--- src/rtl/core/dltq_pkg.sv ---
`timescale 1ns / 1ps
`default_nettype none
package dltq_pkg;

    localparam int TIME_W          = 32;
    localparam int DEF_NUM_TIMERS  = 16;
    localparam int ID_W            = 4;
    localparam int SPACING_W       = 16;
    localparam logic [SPACING_W-1:0] MIN_SPACING_RST = 16'd2;

    localparam logic [1:0] FUNC_ARM    = 2'd0;
    localparam logic [1:0] FUNC_DISARM = 2'd1;
    localparam logic [1:0] FUNC_TICK   = 2'd2;

    localparam logic [1:0] ST_OK        = 2'd0;
    localparam logic [1:0] ST_ARMED     = 2'd1;
    localparam logic [1:0] ST_NOT_ARMED = 2'd2;
    localparam logic [1:0] ST_ZERO      = 2'd3;

    typedef logic [TIME_W-1:0] time_t;

endpackage
`default_nettype wire

--- src/rtl/core/delta_list_timer_queue.sv ---
`timescale 1ns / 1ps
`default_nettype none
// One-shot timer pool kept as a delta-ordered linked list in three synchronous
// memories (next link, prev link, gap) that share one read address. One request
// is handled at a time. An arm into a non-empty list walks the list entries (up
// to NUM_TIMERS) to find its place; a disarm of an armed timer unlinks it; a tick
// removes each expired timer from the front of the list. Results then leave one
// per cycle while out_ready is high; a tick gives one result per expired timer,
// all showing the final alarm state. The list walk reads one node per cycle. The
// memories need no clearing after reset: only linked entries are ever read.
module delta_list_timer_queue
    import dltq_pkg::*;
#(
    parameter int NUM_TIMERS = DEF_NUM_TIMERS
)(
    input  wire logic                 clk,
    input  wire logic                 rst_n,
    input  wire logic                 cfg_we,
    input  wire logic [SPACING_W-1:0] cfg_wdata,
    input  wire logic                 in_valid,
    output logic                      in_ready,
    input  wire logic [1:0]           func,
    input  wire logic [ID_W-1:0]      timer_id,
    input  wire logic [TIME_W-1:0]    delay,
    input  wire logic [TIME_W-1:0]    now,
    output logic                      out_valid,
    input  wire logic                 out_ready,
    output logic [ID_W-1:0]           expired_id,
    output logic                      expired,
    output logic [TIME_W-1:0]         alarm_time,
    output logic                      alarm_on,
    output logic [1:0]                status,
    output logic                      last
);

    localparam int NW = $clog2(NUM_TIMERS + 1);
    localparam int IW = $clog2(NUM_TIMERS);
    localparam logic [NW-1:0] HEAD = NW'(NUM_TIMERS);

    localparam logic [3:0] S_IDLE  = 4'd0;
    localparam logic [3:0] S_DEC   = 4'd1;
    localparam logic [3:0] A_FIRST = 4'd2;
    localparam logic [3:0] A_WALK  = 4'd3;
    localparam logic [3:0] A_INS2  = 4'd4;
    localparam logic [3:0] D_RD    = 4'd5;
    localparam logic [3:0] D_UPD   = 4'd6;
    localparam logic [3:0] D_ALM   = 4'd7;
    localparam logic [3:0] T_CHK   = 4'd8;
    localparam logic [3:0] T_ALM   = 4'd9;
    localparam logic [3:0] S_OUT   = 4'd10;

    logic [3:0]            state_reg, state_next;
    logic [SPACING_W-1:0]  spacing_reg, spacing_next;
    logic [1:0]            func_reg, func_next;
    logic [NW-1:0]         id_reg, id_next;
    logic                  id_ok_reg, id_ok_next;
    time_t                 delay_reg, delay_next;
    time_t                 now_reg, now_next;
    logic [1:0]            status_reg, status_next;
    logic [NW-1:0]         p_reg, p_next;
    logic [NW-1:0]         pp_reg, pp_next;
    time_t                 f_reg, f_next;
    time_t                 nd_reg, nd_next;
    time_t                 g_reg, g_next;
    logic                  wrap_reg, wrap_next;
    logic                  first_reg, first_next;
    time_t                 base_reg, base_next;
    time_t                 alarm_reg, alarm_next;
    logic                  alen_reg, alen_next;
    logic [NW-1:0]         hnext_reg, hnext_next;
    logic [NW-1:0]         hprev_reg, hprev_next;
    logic [NUM_TIMERS-1:0] armed_reg, armed_next;
    logic [NW-1:0]         cnt_reg, cnt_next;
    logic [NW-1:0]         k_reg, k_next;

    logic [NW-1:0] nl_mem [NUM_TIMERS];
    logic [NW-1:0] pl_mem [NUM_TIMERS];
    time_t         gap_mem [NUM_TIMERS];
    logic [NW-1:0] fifo_mem [NUM_TIMERS];

    logic [NW-1:0] nl_q, pl_q;
    time_t         gap_q;
    logic [NW-1:0] exp_q;
    logic [IW-1:0] rd_a;
    logic          nl_we, pl_we, gap_we, fifo_we;
    logic [IW-1:0] nl_wa, pl_wa, gap_wa;
    logic [NW-1:0] nl_wd, pl_wd;
    time_t         gap_wd;

    time_t         minsp;
    time_t         dl;
    time_t         d_w;
    logic [TIME_W:0] sum_w;
    logic [31:0]   id_wide;
    logic [31:0]   exp_wide;
    logic [NW-1:0] n_out;
    logic          is_exp;

    assign minsp   = {{(TIME_W-SPACING_W){1'b0}}, spacing_reg};
    assign id_wide = {{(32-ID_W){1'b0}}, timer_id};

    always_ff @(posedge clk)
    begin
        if (nl_we)
        begin
            nl_mem[nl_wa] <= nl_wd;
        end
        if (pl_we)
        begin
            pl_mem[pl_wa] <= pl_wd;
        end
        if (gap_we)
        begin
            gap_mem[gap_wa] <= gap_wd;
        end
        nl_q  <= nl_mem[rd_a];
        pl_q  <= pl_mem[rd_a];
        gap_q <= gap_mem[rd_a];
    end

    always_ff @(posedge clk)
    begin
        if (fifo_we)
        begin
            fifo_mem[cnt_reg[IW-1:0]] <= p_reg;
        end
        if (fifo_we && (cnt_reg == k_next))
        begin
            exp_q <= p_reg;
        end
        else
        begin
            exp_q <= fifo_mem[k_next[IW-1:0]];
        end
    end

    always_comb
    begin
        state_next  = state_reg;
        spacing_next = cfg_we ? cfg_wdata : spacing_reg;
        func_next   = func_reg;
        id_next     = id_reg;
        id_ok_next  = id_ok_reg;
        delay_next  = delay_reg;
        now_next    = now_reg;
        status_next = status_reg;
        p_next      = p_reg;
        pp_next     = pp_reg;
        f_next      = f_reg;
        nd_next     = nd_reg;
        g_next      = g_reg;
        wrap_next   = wrap_reg;
        first_next  = first_reg;
        base_next   = base_reg;
        alarm_next  = alarm_reg;
        alen_next   = alen_reg;
        hnext_next  = hnext_reg;
        hprev_next  = hprev_reg;
        armed_next  = armed_reg;
        cnt_next    = cnt_reg;
        k_next      = k_reg;
        rd_a        = p_reg[IW-1:0];
        nl_we = 1'b0; nl_wa = id_reg[IW-1:0]; nl_wd = HEAD;
        pl_we = 1'b0; pl_wa = id_reg[IW-1:0]; pl_wd = HEAD;
        gap_we = 1'b0; gap_wa = id_reg[IW-1:0]; gap_wd = f_reg;
        fifo_we = 1'b0;
        dl    = (delay_reg < minsp) ? minsp : delay_reg;
        sum_w = '0;
        d_w   = '0;

        unique case (state_reg)
            S_IDLE:
            begin
                if (in_valid)
                begin
                    func_next   = func;
                    id_next     = id_wide[NW-1:0];
                    id_ok_next  = (id_wide < 32'(NUM_TIMERS));
                    delay_next  = delay;
                    now_next    = now;
                    status_next = ST_OK;
                    cnt_next    = '0;
                    k_next      = '0;
                    state_next  = S_DEC;
                end
            end
            S_DEC:
            begin
                state_next = S_OUT;
                unique case (func_reg)
                    FUNC_TICK:
                    begin
                        nd_next = now_reg - base_reg;
                        if (hnext_reg != HEAD)
                        begin
                            p_next     = hnext_reg;
                            rd_a       = hnext_reg[IW-1:0];
                            state_next = T_CHK;
                        end
                    end
                    FUNC_ARM:
                    begin
                        if (!id_ok_reg)
                        begin
                            status_next = ST_NOT_ARMED;
                        end
                        else if (delay_reg == '0)
                        begin
                            status_next = ST_ZERO;
                        end
                        else if (armed_reg[id_reg[IW-1:0]])
                        begin
                            status_next = ST_ARMED;
                        end
                        else
                        begin
                            armed_next[id_reg[IW-1:0]] = 1'b1;
                            if (hnext_reg == HEAD)
                            begin
                                base_next  = now_reg;
                                hnext_next = id_reg;
                                hprev_next = id_reg;
                                nl_we  = 1'b1;
                                pl_we  = 1'b1;
                                gap_we = 1'b1;
                                gap_wd = dl;
                                alarm_next = now_reg + dl;
                                alen_next  = 1'b1;
                            end
                            else
                            begin
                                p_next     = hnext_reg;
                                nd_next    = now_reg - base_reg;
                                sum_w      = {1'b0, now_reg - base_reg} + {1'b0, dl};
                                wrap_next  = sum_w[TIME_W];
                                f_next     = sum_w[TIME_W-1:0];
                                rd_a       = hnext_reg[IW-1:0];
                                state_next = A_FIRST;
                            end
                        end
                    end
                    FUNC_DISARM:
                    begin
                        if (!id_ok_reg || !armed_reg[id_reg[IW-1:0]])
                        begin
                            status_next = ST_NOT_ARMED;
                        end
                        else
                        begin
                            armed_next[id_reg[IW-1:0]] = 1'b0;
                            first_next = (hnext_reg == id_reg);
                            rd_a       = id_reg[IW-1:0];
                            state_next = D_RD;
                        end
                    end
                    default:
                    begin
                        status_next = ST_OK;
                    end
                endcase
            end
            A_FIRST:
            begin
                state_next = A_WALK;
                if (wrap_reg)
                begin
                    f_next = f_reg - gap_q;
                    p_next = nl_q;
                    rd_a   = nl_q[IW-1:0];
                end
                else if (f_reg < gap_q)
                begin
                    alarm_next = base_reg + f_reg;
                end
            end
            A_WALK:
            begin
                pp_next = (p_reg == HEAD) ? hprev_reg : pl_q;
                if (p_reg != HEAD && gap_q < f_reg)
                begin
                    f_next = f_reg - gap_q;
                    p_next = nl_q;
                    rd_a   = nl_q[IW-1:0];
                end
                else
                begin
                    nl_we  = 1'b1;
                    nl_wd  = p_reg;
                    pl_we  = 1'b1;
                    pl_wd  = (p_reg == HEAD) ? hprev_reg : pl_q;
                    gap_we = 1'b1;
                    gap_wd = f_reg;
                    g_next = gap_q;
                    state_next = A_INS2;
                end
            end
            A_INS2:
            begin
                if (pp_reg == HEAD)
                begin
                    hnext_next = id_reg;
                end
                else
                begin
                    nl_we = 1'b1;
                    nl_wa = pp_reg[IW-1:0];
                    nl_wd = id_reg;
                end
                if (p_reg == HEAD)
                begin
                    hprev_next = id_reg;
                end
                else
                begin
                    pl_we  = 1'b1;
                    pl_wa  = p_reg[IW-1:0];
                    pl_wd  = id_reg;
                    gap_we = 1'b1;
                    gap_wa = p_reg[IW-1:0];
                    gap_wd = g_reg - f_reg;
                end
                state_next = S_OUT;
            end
            D_RD:
            begin
                g_next = gap_q;
                if (pl_q == HEAD)
                begin
                    hnext_next = nl_q;
                end
                else
                begin
                    nl_we = 1'b1;
                    nl_wa = pl_q[IW-1:0];
                    nl_wd = nl_q;
                end
                if (nl_q == HEAD)
                begin
                    hprev_next = pl_q;
                end
                else
                begin
                    pl_we = 1'b1;
                    pl_wa = nl_q[IW-1:0];
                    pl_wd = pl_q;
                end
                p_next     = nl_q;
                rd_a       = nl_q[IW-1:0];
                state_next = D_UPD;
            end
            D_UPD:
            begin
                state_next = S_OUT;
                if (p_reg == HEAD)
                begin
                    if (first_reg)
                    begin
                        alen_next = 1'b0;
                    end
                end
                else
                begin
                    gap_we = 1'b1;
                    gap_wa = p_reg[IW-1:0];
                    gap_wd = gap_q + g_reg;
                    if (first_reg)
                    begin
                        f_next     = gap_q + g_reg;
                        nd_next    = now_reg - base_reg;
                        state_next = D_ALM;
                    end
                end
            end
            D_ALM:
            begin
                d_w = f_reg - nd_reg;
                if (nd_reg < f_reg)
                begin
                    alarm_next = base_reg + nd_reg + ((d_w < minsp) ? minsp : d_w);
                end
                state_next = S_OUT;
            end
            T_CHK:
            begin
                if (gap_q <= nd_reg)
                begin
                    base_next  = base_reg + gap_q;
                    nd_next    = nd_reg - gap_q;
                    hnext_next = nl_q;
                    if (nl_q == HEAD)
                    begin
                        hprev_next = HEAD;
                        alen_next  = 1'b0;
                        state_next = S_OUT;
                    end
                    else
                    begin
                        pl_we = 1'b1;
                        pl_wa = nl_q[IW-1:0];
                        pl_wd = HEAD;
                    end
                    armed_next[p_reg[IW-1:0]] = 1'b0;
                    fifo_we  = 1'b1;
                    cnt_next = cnt_reg + 1'b1;
                    p_next   = nl_q;
                    rd_a     = nl_q[IW-1:0];
                end
                else
                begin
                    base_next  = now_reg;
                    gap_we     = 1'b1;
                    gap_wa     = p_reg[IW-1:0];
                    gap_wd     = gap_q - nd_reg;
                    f_next     = gap_q - nd_reg;
                    state_next = T_ALM;
                end
            end
            T_ALM:
            begin
                alarm_next = now_reg + ((f_reg < minsp) ? minsp : f_reg);
                state_next = S_OUT;
            end
            S_OUT:
            begin
                if (out_ready)
                begin
                    if (last)
                    begin
                        state_next = S_IDLE;
                    end
                    else
                    begin
                        k_next = k_reg + 1'b1;
                    end
                end
            end
            default:
            begin
                state_next = S_IDLE;
            end
        endcase
    end

    always_ff @(posedge clk or negedge rst_n)
    begin
        if (!rst_n)
        begin
            state_reg   <= S_IDLE;
            spacing_reg <= MIN_SPACING_RST;
            base_reg    <= '0;
            alarm_reg   <= '0;
            alen_reg    <= 1'b0;
            hnext_reg   <= HEAD;
            hprev_reg   <= HEAD;
            armed_reg   <= '0;
            cnt_reg     <= '0;
            k_reg       <= '0;
        end
        else
        begin
            state_reg   <= state_next;
            spacing_reg <= spacing_next;
            base_reg    <= base_next;
            alarm_reg   <= alarm_next;
            alen_reg    <= alen_next;
            hnext_reg   <= hnext_next;
            hprev_reg   <= hprev_next;
            armed_reg   <= armed_next;
            cnt_reg     <= cnt_next;
            k_reg       <= k_next;
        end
    end

    always_ff @(posedge clk)
    begin
        func_reg   <= func_next;
        id_reg     <= id_next;
        id_ok_reg  <= id_ok_next;
        delay_reg  <= delay_next;
        now_reg    <= now_next;
        status_reg <= status_next;
        p_reg      <= p_next;
        pp_reg     <= pp_next;
        f_reg      <= f_next;
        nd_reg     <= nd_next;
        g_reg      <= g_next;
        wrap_reg   <= wrap_next;
        first_reg  <= first_next;
    end

    assign is_exp     = (func_reg == FUNC_TICK) && (cnt_reg != '0);
    assign n_out      = is_exp ? cnt_reg : NW'(1);
    assign exp_wide   = {{(32-NW){1'b0}}, exp_q};
    assign in_ready   = (state_reg == S_IDLE);
    assign out_valid  = (state_reg == S_OUT);
    assign expired    = is_exp;
    assign expired_id = is_exp ? exp_wide[ID_W-1:0] : '0;
    assign alarm_time = alarm_reg;
    assign alarm_on   = alen_reg;
    assign status     = is_exp ? ST_OK : status_reg;
    assign last       = (k_reg == n_out - 1'b1);

endmodule
`default_nettype wire

--- config.mk ---
export PLATFORM = sky130hd
export DESIGN_NAME = delta_list_timer_queue
export DESIGN_NICKNAME = d
export VERILOG_FILES = /design/src/rtl/core/dltq_pkg.sv /design/src/rtl/core/delta_list_timer_queue.sv
export SDC_FILE = /design/constraint.sdc
export NUM_CORES = 2
export LEC_CHECK = 0
export ABC_AREA = 1
export BUFFER_PORTS_ARGS = -buffer_cell sky130_fd_sc_hd__buf_2
export CAP_MARGIN = 0
export CORE_AREA = 2 2 382 384
export DETAILED_ROUTE_END_ITERATION = 8
export DIE_AREA = 0 0 384 386
export PLACE_DENSITY = 0.79
export SETUP_SLACK_MARGIN = 0.02
export SYNTH_ARGS = -nofsm -noshare
export SYNTH_HDL_FRONTEND = slang
export SYNTH_SLANG_ARGS = --single-unit
--- constraint.sdc ---
create_clock -name clk -period 6.2 [get_ports clk]
set_clock_uncertainty 0.1 [all_clocks]
set_input_delay 0.31 -clock clk [delete_from_list [all_inputs] [get_ports clk]]
set_output_delay 0.31 -clock clk [all_outputs]
set_load 0.02 [all_outputs]
After elaboration in Yosys (flattened, before gate mapping)
Memories as Yosys holds them, arrays and structs flattened. A register that Yosys moved wholly into a read port is not among the register bits.
Cells that the tools add are included.
Cells by class
  muxes and demuxes: 183
  bitwise gates (word level): 9
  reductions and logical operators: 39
  shift operators: 0
  equality and inequality tests: 58
  div/mod/pow operators: 0
  $mul: 0
  add/subtract/negate cells: 17
  order comparisons: 12
Operator list (number)
  32-bit 2-to-1 mux: 42
  32-bit one-hot mux with 4 select lines: 2
  32-bit adder: 7
  32-bit one-hot mux with 2 select lines: 3
  32-bit subtractor: 6
  5-bit 2-to-1 mux: 32
  32-bit one-hot mux with 5 select lines: 1
  4-bit 2-to-1 mux: 30
  32-bit by 16-bit < comparator with 1-bit output: 3
  32-bit < comparator: 3
  32-bit one-hot mux with 3 select lines: 1
  16-bit 2-to-1 mux: 5
  16-bit one-hot mux with 2 select lines: 2
  2-bit != test, second input constant: 22
  5-bit one-hot mux with 4 select lines: 2
  10-bit AND reduction: 4
  4-bit one-hot mux with 3 select lines: 3
  4-bit one-hot mux with 9 select lines: 1
  1-bit 2-to-1 mux: 34
  32-bit by 32-bit adder with 33-bit output: 1
  16-bit AND: 2
  32-bit <= comparator: 1
  32-bit logical NOT: 1
  16-bit inverter: 2
  49 further kinds: 108
Storage, ports and cells
  logic and storage cells: 346
  memories: 4
  bits in latches: 0
  ROM bits: 0
  flip-flop bits (word level): 306
  memory bits (writable): 752
Memory list
  gap_mem: words 16, bits a word 32, rd ports 1, clocked after memory_dff 1, write ports 1, RTL line delta_list_timer_queue.sv:78  | time_t gap_mem [NUM_TIMERS];
  fifo_mem: words 16, bits a word 5, rd ports 1, clocked after memory_dff 0, write ports 1, RTL line delta_list_timer_queue.sv:79  | logic [NW-1:0] fifo_mem [NUM_TIMERS];
  nl_mem: words 16, bits a word 5, rd ports 1, clocked after memory_dff 1, write ports 1, RTL line delta_list_timer_queue.sv:76  | logic [NW-1:0] nl_mem [NUM_TIMERS];
  pl_mem: words 16, bits a word 5, rd ports 1, clocked after memory_dff 1, write ports 1, RTL line delta_list_timer_queue.sv:77  | logic [NW-1:0] pl_mem [NUM_TIMERS];

Logic depth before layout (Yosys ltp)
  depth after elaboration: 11
  gate-level depth with buffers: 39
  gate-level depth less buffers: 38

Worst setup path before layout
No wires, ideal clock.
  kind: reg-to-reg
  start point: register nd_reg[0]
  end point: register nd_reg[0], enable pin
  data required time: 5.598 ns
  setup slack: 0.296 ns
  stages on the path, launching flop included: 16
  period minus slack after synthesis: 5.904 ns
  arrival: 5.303 ns
  path buffers: 1
  cell sequence: edfxtp_1 > ha_1 > inv_1 > fa_1 > nand2_1 > nand2_1 > nand2_1 > nand2_1 > nand3_1 > nand2_1 > nand2_1 > nand2_1 > nand3_1 > clkbuf_1 > o21ai_0 > nor4_1
Between the ends
  cells in the longest elaborated chain, start to end: 3
RTL lines
  start: declaration: RTL line delta_list_timer_queue.sv:63  | time_t nd_reg, nd_next;
  start signal: assignment: RTL line delta_list_timer_queue.sv:485  | nd_reg <= nd_next;
  32-bit <= comparator: RTL line delta_list_timer_queue.sv:385  | if (gap_q <= nd_reg)
  2-bit != test (no line)
  9-bit AND reduction (no line)
No other way between the ends.
A chain may end at the register's enable or synchronous reset.

Worst setup path in the final report
  start point: register f_reg[0]
  end point: register alarm_reg[21], in the netlist alarm_time[21]
Between the ends
  cells in the longest elaborated chain, start to end: 6
  elaborated cells on any way between the ends: 17
  classes of those cells: add/sub: 4; order compare: 4; eq/ne: 2; mux: 6; reduce/logical: 1
RTL lines
  start: declaration: RTL line delta_list_timer_queue.sv:62  | time_t f_reg, f_next;
  start signal: assignment: RTL line delta_list_timer_queue.sv:484  | f_reg <= f_next;
  32-bit subtractor: RTL line delta_list_timer_queue.sv:376  | d_w = f_reg - nd_reg;
  32-bit by 16-bit < comparator with 1-bit output: RTL line delta_list_timer_queue.sv:379  | alarm_next = base_reg + nd_reg + ((d_w < minsp) ? minsp : d_w);
  32-bit 2-to-1 mux: RTL line delta_list_timer_queue.sv:379
  32-bit adder: RTL line delta_list_timer_queue.sv:379
  32-bit 2-to-1 mux: RTL line delta_list_timer_queue.sv:377  | if (nd_reg < f_reg)
  32-bit one-hot mux with 4 select lines: RTL line delta_list_timer_queue.sv:171  | unique case (state_reg)
  end signal: assignment: RTL line delta_list_timer_queue.sv:464  | alarm_reg <= alarm_next;
  end: declaration: RTL line delta_list_timer_queue.sv:68  | time_t alarm_reg, alarm_next;
Parallel ways exist; a longest one is shown, timed or not. The select of a mux whose other input is x is not followed.

==> results by group <==
Outcome
  – Status: complete, but fails checks
  – Failing checks: negative hold slack

Synthesis
  – Main synth FF type: edfxtp_1
  – Syn nets: 9,351
  – Post-synth EDFFs: 916
  – Count leader, synth: nand2_1
  – Synth cell types: 67
  – Syn avg cell area: 8.164 sq um
  – Netlist Area Pre-Place: 71,770 sq um
  – Cells after Synth: 8,791
  – Seq/Total Area, Yosys: 43.83%
  – Area leader, netlist: edfxtp_1
  – Yosys top cell area share: 38.32%
  – Yosys warns: 0
  – Ys async rst share: 11.17%
  – Synth cell count leaders: nand2_1 (1,735), inv_1 (1,269), nand3_1 (1,014)
  – Top cells by area, synth: edfxtp_1 (38%), nand2_1 (9.1%), ha_1 (7.4%)
  – Yosys reg bits: 1,083

GRT
  – Initial antenna violation count: 13
  – Number of global-route vias before repair: 66,089
  – Total gr overflow: 0
  – GR Util All Layers: 38.47%
  – Largest net degree at the start of global routing: 149
  – First-pass GRT wire length: 422.2 mm

Timing
  – Final Hold Fails: 2
  – Hold WS: -10.71 ps
  – Rel. slew slack: 7.480%
  – Fmax: 168.7 MHz
  – Final period util: 95.62%
  – Minimum clock period: 5929 ps
  – Measured slew at the worst slew-check pin: 1379 ps
  – Setup_tns: 0 ps
  – Unrepaired setup endpoints after global routing: true
  – Final setup viols: 0
  – Final-report max-slew violation count: 0

CTS
  – CTS tree: built
  – Clock Path Buffers: 3
  – Clock Pin Slew Worst Setup and Hold Paths: 60 ps
  – # clock sinks: 1,083
  – Clk Tree Root Cell: clkbuf_16
  – Num CTS Buffers: 114
  – H-tree levels: 3
  – Clk Latency, worst-skew pair: 800 ps

Cells and area
  – Largest registers: gap_mem (512), nl_mem (80), pl_mem (80)
  – Synth-to-Final Area Change: 16.22%
  – Register name with the most flops: gap_mem
  – Number of flip-flops under the largest register name: 512
  – Layout Cells excl Fill: 11,343
  – Share of cells above drive strength 1: 10.58%
  – Number of fill cells in the layout: 12,728
  – Design area: 83,420 sq um
  – Layout Nets: 9,880

Setup path
  – CP Launch Type: register
  – Crit path kind: reg2reg
  – Worst setup EP type: register
  – Critical Path Max Stage Delay: 560 ps
  – CP arrival: 6440 ps
  – Req. time, crit path: 6710 ps
  – Worst Path Max Fanout: 5
  – Crit path max-delay cell type: fa_1

Die
  – IO Count: 134
  – Core area: 144,500 sq um
  – Die area: 148,200 sq um
  – Die X: 384 um
  – Core Rows: 140
  – Initial Util: 49.66%
  – Die Ht: 386 um

Routing
  – Vias: 68,671
  – Via-to-Cell Ratio: 6.054
  – 1st-iter DRT viols: 8,990
  – Wire length per cell: 25.71 um
  – DRC: 0
  – Final WL: 291.7 mm
  – Initial DRT Pass Iterations: 7
  – Antenna Nets Post-Route: 0

Placed design
  – GP Congestion: 1.078
  – Hpwl dp: 220.1 mm
  – # port buffers: 133
  – Cells after DPL: 10,992
  – Placed instance area: 77,600 sq um

Flow run
  – Max cap viols: 0

Min path
  – Hold Path Class: in2async
## through the flow
| stage | hold slack (ps) | setup WS [ps] | util, % |
|---|---|---|---|
| final | -10.71 | 271.4 | 57.72 |
| after global routing | 33.20 | -18.10 | 57.71 |
| after CTS | 4.865 | 22.18 | 57.30 |
| after detailed placement | 271.3 | -304.3 | 53.70 |
| after global placement | 274.3 | -291.0 | 53.70 |
| after floorplan | -85.59 | 295.6 | - |
## final cells by class
class	instances	area (sq um)	area share, %
repair buffers	729	5902	7.075
diodes	5	12.51	0.01500
multi-input cells	6108	34850	41.78
inverters	1284	4823	5.782
flip-flops and latches	1083	31460	37.71
clock buffers	158	3208	3.846
clock inverters	59	757.0	0.9075
well taps	1917	2399	2.875
## worst max-delay path: cells and delay by family (launching register included)
kind | cells | cell delay, ps
buffers and inverters | 12 | 1240
flip-flops | 1 | 400
XOR/XNOR | 1 | 170
adder cells (fa/ha/maj) | 5 | 1580
AND/OR/NAND/NOR | 10 | 950
AO/OA/AOI/OAI | 13 | 1310
## logic make-up after synthesis
| family | Yosys count | synth area share (%) |
|---|---|---|
| muxes | 5 | 0.07844 |
| AOI/OAI and AO/OA | 1704 | 13.62 |
| buffers and inverters | 1600 | 8.736 |
| DFF | 1083 | 43.83 |
| xor gates and xnor gates | 201 | 2.453 |
| and+or+nand+nor | 3729 | 22.66 |
| adders and majority gates | 469 | 8.626 |
## layer usage
metal	up-vias	global-route usage, %	wire, um	part of all wire (%)
met4	8	22.26	20140	6.9
met1	32477	48.61	110100	38
met5	-	0	62	0.021
li1	31081	-	-	-
met3	944	6.668	29020	9.9
met2	4161	62.18	132400	45
## final timing paths
path	from	endpoint	slack [ps]	cells past startpoint
worst max-delay path	f_reg[0]$_DFFE_PP_	alarm_time[21]$_DFFE_PN0P_	270	41
worst min-delay path	rst_n	spacing_reg[11]$_DFFE_PN0P_	-10	2
min in group clk	delay[29]	delay_reg[29]$_DFFE_PP_	130	2
worst min register to register	nl_q[4]$_DFF_P_	hnext_reg[4]$_DFFE_PN1P_	370	2
worst max register to register	f_reg[0]$_DFFE_PP_	alarm_time[21]$_DFFE_PN0P_	270	41
max in group asynchronous	rst_n	async pin	4590	3
## repair_timing
item                                    4_1_cts  5_1_grt
cloned                                        0        2
hold buffers                                120        0
setup buffers                                 0        7
endpoints found under the hold margin       153        0
pin swaps                                     1       36
endpoints found under the setup margin       20       24
gates resized for setup                      13      119
## cells in the final DEF, fill, tap and decap left out, types with 18 or more instances in the layout
cell and count:
dlygate4sd3_1 120, a41oi_1 21, a31oi_1 57, a21oi_1 637, dfxtp_1 46, o22ai_1 42, nand3_1 1008, o21ai_0 545
ha_1 413, nor2_4 25, buf_12 33, or2_2 34, dfrtp_1 118, nand2_1 1724, clkbuf_8 19, o221ai_1 35
fa_1 40, o21ai_1 20, o211ai_1 71, xor2_1 130, o21a_1 42, edfxtp_1 916, clkbuf_1 25, buf_4 439
o2111ai_1 18, buf_2 132, o21bai_1 30, nand3b_1 133, nor3_1 68, xnor2_1 68, nand4_1 74, nor2_1 595
clkbuf_16 116, inv_1 1260, a21o_1 37, clkinv_2 20
Power is left out: the tool's default activity adds up to more than one toggle a clock period on the data nets, which glitch-free logic cannot reach.
